[src/design/sedge_pkg.sv]
// ----------------------------------------------------------------------------
// sedge_pkg: shared types and constants for the Sobel edge threshold block
// Field widths, configuration register indexes, request codes and the
// per-request position flags handed from the position tracker to the datapath.
// ----------------------------------------------------------------------------
package sedge_pkg;

  localparam int DEPTH_W    = 16;
  localparam int DIM_W      = 11;
  localparam int THR_W      = 16;
  localparam int EDGE_W     = 8;
  localparam int CFG_IDX_W  = 2;
  localparam int CFG_DATA_W = 16;
  localparam int SUM_W      = DEPTH_W + 2;
  localparam int SQ_W       = 2 * DEPTH_W;

  // Configuration register indexes
  localparam logic [CFG_IDX_W-1:0] CFG_THRESHOLD = 2'd0;
  localparam logic [CFG_IDX_W-1:0] CFG_WIDTH     = 2'd1;
  localparam logic [CFG_IDX_W-1:0] CFG_HEIGHT    = 2'd2;

  // Configuration reset values
  localparam logic [THR_W-1:0] THRESHOLD_RST = 16'd1000;
  localparam logic [DIM_W-1:0] WIDTH_RST     = 11'd640;
  localparam logic [DIM_W-1:0] HEIGHT_RST    = 11'd480;

  // Request codes
  localparam logic REQ_PIXEL = 1'b0;
  localparam logic REQ_FLUSH = 1'b1;

  // Edge map values
  localparam logic [EDGE_W-1:0] EDGE_ON  = 8'd255;
  localparam logic [EDGE_W-1:0] EDGE_OFF = 8'd0;

  // What the position tracker decides for one request
  typedef struct packed {
    logic pix;     // depth pixel: updates line store and window
    logic emit;    // request produces a result
    logic border;  // result is a border pixel (zero gradient)
    logic last;    // result closes the frame
  } pos_info_t;

endpackage

[src/design/sedge_ctrl.sv]
// ----------------------------------------------------------------------------
// sedge_ctrl: raster position tracker
// Tracks input and output positions, decides per request whether a result
// is due, whether it is a border pixel and whether it ends the frame.
// ----------------------------------------------------------------------------
module sedge_ctrl import sedge_pkg::*; #(
  parameter int MAX_WIDTH  = 1024,
  parameter int MAX_HEIGHT = 1024,
  localparam int COL_W = $clog2(MAX_WIDTH),
  localparam int ROW_W = $clog2(MAX_HEIGHT)
) (
  input  logic             clk,
  input  logic             rst,
  input  logic             accept,
  input  logic             req_type,
  input  logic [DIM_W-1:0] frame_width,
  input  logic [DIM_W-1:0] frame_height,
  output logic [COL_W-1:0] col,
  output pos_info_t        info
);

  localparam int WCW = ($clog2(MAX_WIDTH + 1) > DIM_W) ? $clog2(MAX_WIDTH + 1) : DIM_W;
  localparam int HCW = ($clog2(MAX_HEIGHT + 1) > DIM_W) ? $clog2(MAX_HEIGHT + 1) : DIM_W;

  logic [COL_W-1:0] in_col, in_col_next, out_col, out_col_next, ocol;
  logic [ROW_W-1:0] in_row, in_row_next, out_row, out_row_next, orow;
  logic [WCW-1:0]   fw, weff;
  logic [HCW-1:0]   fh, heff;
  logic [COL_W-1:0] wm1;
  logic [ROW_W-1:0] hm1;

  // Clamp the frame size to the supported range
  always_comb begin
    fw = WCW'(frame_width);
    fh = HCW'(frame_height);
    if (fw < WCW'(3)) begin
      weff = WCW'(3);
    end else if (fw > WCW'(MAX_WIDTH)) begin
      weff = WCW'(MAX_WIDTH);
    end else begin
      weff = fw;
    end
    if (fh < HCW'(3)) begin
      heff = HCW'(3);
    end else if (fh > HCW'(MAX_HEIGHT)) begin
      heff = HCW'(MAX_HEIGHT);
    end else begin
      heff = fh;
    end
    wm1 = COL_W'(weff - WCW'(1));
    hm1 = ROW_W'(heff - HCW'(1));
  end

  // Decide the request and the next positions
  always_comb begin
    info         = '0;
    in_row_next  = in_row;
    in_col_next  = in_col;
    out_row_next = out_row;
    out_col_next = out_col;
    orow         = '0;
    ocol         = '0;
    if (req_type == REQ_FLUSH) begin
      // drain the frame tail only between frames and only when something is pending
      if (in_row == '0 && in_col == '0 && (out_row != '0 || out_col != '0)) begin
        info.emit   = 1'b1;
        info.border = 1'b1;
        if (out_row >= hm1 && out_col >= wm1) begin
          info.last    = 1'b1;
          out_row_next = '0;
          out_col_next = '0;
        end else if (out_col >= wm1) begin
          out_col_next = '0;
          out_row_next = out_row + ROW_W'(1);
        end else begin
          out_col_next = out_col + COL_W'(1);
        end
      end
    end else begin
      info.pix = 1'b1;
      // a new frame drops any undrained tail
      if (in_row == '0 && in_col == '0) begin
        out_row_next = '0;
        out_col_next = '0;
      end
      if (in_row >= ROW_W'(2) || (in_row == ROW_W'(1) && in_col != '0)) begin
        info.emit = 1'b1;
        if (in_col != '0) begin
          orow = in_row - ROW_W'(1);
          ocol = in_col - COL_W'(1);
        end else begin
          orow = in_row - ROW_W'(2);
          ocol = wm1;
        end
        info.border = (orow == '0) || (orow >= hm1) || (ocol == '0) || (ocol >= wm1);
        if (ocol >= wm1) begin
          out_row_next = orow + ROW_W'(1);
          out_col_next = '0;
        end else begin
          out_row_next = orow;
          out_col_next = ocol + COL_W'(1);
        end
      end
      if (in_col >= wm1) begin
        in_col_next = '0;
        in_row_next = (in_row >= hm1) ? '0 : in_row + ROW_W'(1);
      end else begin
        in_col_next = in_col + COL_W'(1);
      end
    end
  end

  assign col = in_col;

  // Advance positions on each accepted request
  always_ff @(posedge clk) begin
    if (rst) begin
      in_row  <= '0;
      in_col  <= '0;
      out_row <= '0;
      out_col <= '0;
    end else if (accept) begin
      in_row  <= in_row_next;
      in_col  <= in_col_next;
      out_row <= out_row_next;
      out_col <= out_col_next;
    end
  end

  // A frame's first pixel restarts the drain position
  a_frame_restart: assert property (@(posedge clk) disable iff (rst)
    (accept && req_type == REQ_PIXEL && in_row == '0 && in_col == '0)
      |=> (out_row == '0 && out_col == '0))
    else $error("drain position not cleared at frame start");

endmodule

[config.mk]
export PLATFORM = sky130hd
export DESIGN_NAME = sedge_ctrl
export DESIGN_NICKNAME = d
export VERILOG_FILES = /design/src/design/sedge_pkg.sv /design/src/design/sedge_ctrl.sv
export SDC_FILE = /design/constraint.sdc
export NUM_CORES = 1
export LEC_CHECK = 0
export BUFFER_PORTS_ARGS = -buffer_cell sky130_fd_sc_hd__clkbuf_2
export CAP_MARGIN = 20
export CORE_MARGIN = 3
export CORE_UTILIZATION = 45
export CTS_CLUSTER_SIZE = 24
export DETAILED_ROUTE_END_ITERATION = 8
export HOLD_SLACK_MARGIN = 0.03
export PLACE_DENSITY = 0.65
export SLEW_MARGIN = 20
export SYNTH_ARGS = -nofsm -noshare
export SYNTH_HDL_FRONTEND = slang
export SYNTH_SLANG_ARGS = --single-unit
[constraint.sdc]
create_clock -name clk -period 10.2 [get_ports clk]
set_clock_uncertainty 0.15 [all_clocks]
set_input_delay 3.06 -clock clk [delete_from_list [all_inputs] [get_ports clk]]
set_output_delay 3.06 -clock clk [all_outputs]
set_load 0.1 [all_outputs]
==> results by group <==
CTS
  • Total number of H-tree levels: 2
  • CTS max path bufs: 2
  • CTS Sinks: 40
  • CTS root buffer: clkbuf_8
  • Clk slew on worst S/H paths: approximately 80 ps
  • Clk_lat worst skew: 310 ps
  • CTS tree: yes
  • Num CTS Buffers: 5

Yosys
  • Syn Inst Count: between 600 and 700
  • Synth async-reset ratio: 0
  • Register area share after synthesis: 0.159
  • Synth Net Count: between 700 and 800
  • Post-synth design cell area: just over 5000 sq um
  • Post-synth EDFFs: 0
  • Ys Warns: 0
  • Distinct cells, synth: between 70 and 80
  • Seq cells post-synth: 40
  • Top FF cell, synth: dfxtp_1
  • Mean Syn Cell Area: approximately 7.7 sq um

GRT
  • Busiest grt layer: met2
  • Met2 GRT Util: 0.371
  • Largest net degree at the start of global routing: 22
  • GRT Util Overall: 0.236
  • Initial antenna violation count: 0
  • First-pass GRT wire length: between 20 and 25 mm
  • Met3 Usage GRT: 0.0337
  • Number of global-route vias before repair: between 4,000 and 5,000
  • Gr ovfl total: 0
  • Met1 Usage GRT: 0.340

Floorplan
  • Die width: 112 um
  • Die area: approximately 13,000 sq um
  • Placeable core area: between 10,000 and 15,000 sq um
  • Ports: 40
  • Row Count: 38
  • Starting Density: 0.463
  • Die Ht: ~110 um

Worst setup path
  • Crit path buffers/inverters: 2
  • FF-to-FF End: out_row[7]
  • Slowest-stage cell, CP: or4_1
  • Crit Path Category: primary input to output pin
  • Setup slack, reg-to-reg: ~5400 ps
  • Crit path max-delay family: compound AO/OA/AOI/OAI gates
  • CP Capture Type: output pin
  • Critical R2R Launch: col[0]
  • Critical Path AT: ~7000 ps
  • Cell mode on critical path: o21ai_0
  • Crit-path max cell delay: between 500 and 600 ps
  • Startpoint class of the critical path: primary input
  • CP Cell Sequence: clkbuf_2, or4_1, or3_4, nor3_4, o21ai_0, ha_1, a32o_1, a21oi_2, ha_1, a21o_1, a21oi_1, o21ai_0, a211o_1, o21ai_0, maj3_1, nor2_1, o31a_2, buf_12
  • Required @ worst endpoint: around 7000 ps
  • CP max FO: 3
  • R2R depth: 15
  • Crit path from: frame_height[2]

Placed design
  • Dpl cells: about 840
  • PortBufs: 39
  • DP HPWL: 11.9 mm
  • Pre-CTS setup slack: 27.0 ps
  • Gpl congestion: 0.932

Worst hold path
  • Type of the most critical hold path: flip-flop to flip-flop
  • Worst hold stages: 2
  • Worst Hold End: out_col[1]
  • HP Start: out_col[1]

Layout
  • Non-Filler Instances: about 850
  • FILL cells: approximately 1,100
  • Multi-input logic area: around 4100 sq um
  • Final net count: between 800 and 900
  • Layout cell share with drive strength beyond 1: 0.167
  • Seq. cell area: about 800 sq um
  • Final core occ: 0.529
  • # diodes: 0
  • Syn-to-layout area delta: 14.1%

Drt
  • Residual DRC: 0
  • Remaining antenna violation count: 0
  • Post-Route WL: 15.2 mm
  • Avg WL per Cell: ~18 um
  • Detailed Routing Iterations Pass 1: 5
  • Vias post-DR: approximately 5,200
  • Via/cell ratio: 6.19
  • 1st-iter DRT viols: 429

Pwr
  • PD cells: 84.6 nW/um^2
  • Int Power: around 0.29 mW
  • Peak supply drop: 54.7 uV
  • P_leak: about 2.4 nW
  • Sequential Power Share: 0.332
  • Switch Pwr: approximately 0.20 mW
  • Net Sw Frac: 0.402
  • Power consumption: slightly below 0.5 mW
  • Clock network power share: 0.209
  • Logic pwr share: 0.459

STA
  • Slew @ Worst Pin: about 940 ps
  • Slew headroom: 0.371
  • Final hold violation count: 0
  • Worst hold slack: between 400 and 500 ps
  • Clock period minus worst slack: 10,040 ps
  • Final setup vio count: 0
  • Final Cycle Share: 0.984
  • Fmax: about 0.10 GHz
  • Fin worst setup slack: 164 ps
  • Slew Limit Fails: 0

Job
  • Max-cap viol count: 0

Outcome
  • Status: completed
-- routing by layer --
metal / part of all wire / wire (um)
met2: 0.46 / 6990
met5: 0 / 0
met4: 0.011 / 172
met3: 0.049 / 749
met1: 0.48 / 7240
-- cell usage after synthesis (16+ instances only) --
| master | instances | area, sq um |
|---|---|---|
| a21oi_1 | 34 | 170 |
| clkbuf_1 | 21 | 78.8 |
| dfxtp_1 | 40 | 801 |
| ha_1 | 74 | 926 |
| inv_1 | 30 | 113 |
| nand2_1 | 45 | 169 |
| nand3_1 | 23 | 115 |
| nor2_1 | 60 | 225 |
| nor3_1 | 16 | 80.1 |
| nor4_1 | 16 | 100 |
| o21ai_0 | 35 | 175 |
| xnor2_1 | 32 | 280 |
-- cell families after synthesis --
group	Yosys count	synth area share
compound gates	183	0.248
xor+xnor	46	0.0799
fa+ha+maj	75	0.186
buf+inv	57	0.0442
flops	40	0.159
mux	6	0.0119
simple gates	250	0.271
-- sequential cells by signal (all words and copies together) (netlist names) --
| signal | flops |
|---|---|
| out_col | 10 |
| in_row | 10 |
| col | 10 |
| out_row | 10 |
-- placed cells by master (no fill, tap or decap), types with 28 or more instances in the layout --
cell type | netlist | routed
buf_4 | 1 | 32
xnor2_1 | 32 | 31
inv_1 | 30 | 28
o21ai_0 | 35 | 32
ha_1 | 74 | 72
nand2_1 | 45 | 44
nor2_1 | 60 | 60
clkbuf_2 | 0 | 37
a21oi_1 | 34 | 31
dfxtp_1 | 40 | 40
-- power by group through the flow --
stage          clock [mW]  sequential [mW]  combinational [mW]
2_1_floorplan           0            0.168               0.139
3_3_place_gp            0            0.165               0.203
3_5_place_dp            0            0.165               0.208
4_1_cts             0.104            0.162               0.209
5_1_grt             0.110            0.162               0.244
6_report            0.102            0.162               0.223
-- worst max path at each step --
stage	cells past startpoint	endpoint	slack (ps)
after global placement	22	info[1]	150
final	18	info[1]	160
after CTS	22	info[1]	6
after global routing	22	info[1]	-20
after detailed placement	22	info[1]	30
after floorplan	17	info[1]	-130
-- cell type report --
class                   instances  area share
well taps                     140      0.0304
flip-flops and latches         40       0.139
inverters                      30      0.0196
multi-input cells             560       0.718
clock buffers                   5      0.0120
repair buffers                 71      0.0809
-- per-stage QoR --
stage / instance area [sq um] / setup TNS (ps)
after floorplan: 5050 / -133
after global placement: 5560 / 0
after detailed placement: 5560 / 0
after CTS: 5630 / 0
after global routing: 5760 / -28.0
final: 5760 / 0
-- worst min-delay path: stages (launching register included) --
cell and delay, ps:
dfxtp_1 340, inv_1 90, a211oi_1 70
-- timing repair --
| item | in CTS | in global routing |
|---|---|---|
| buffers inserted | 0 | 2 |
| gates resized for setup | 0 | 28 |
| setup endpoints to repair | 0 | 2 |
| hold buffers | 0 | 0 |
| hold endpoints to repair | 0 | 0 |
Power figures use the tool's default switching activity.
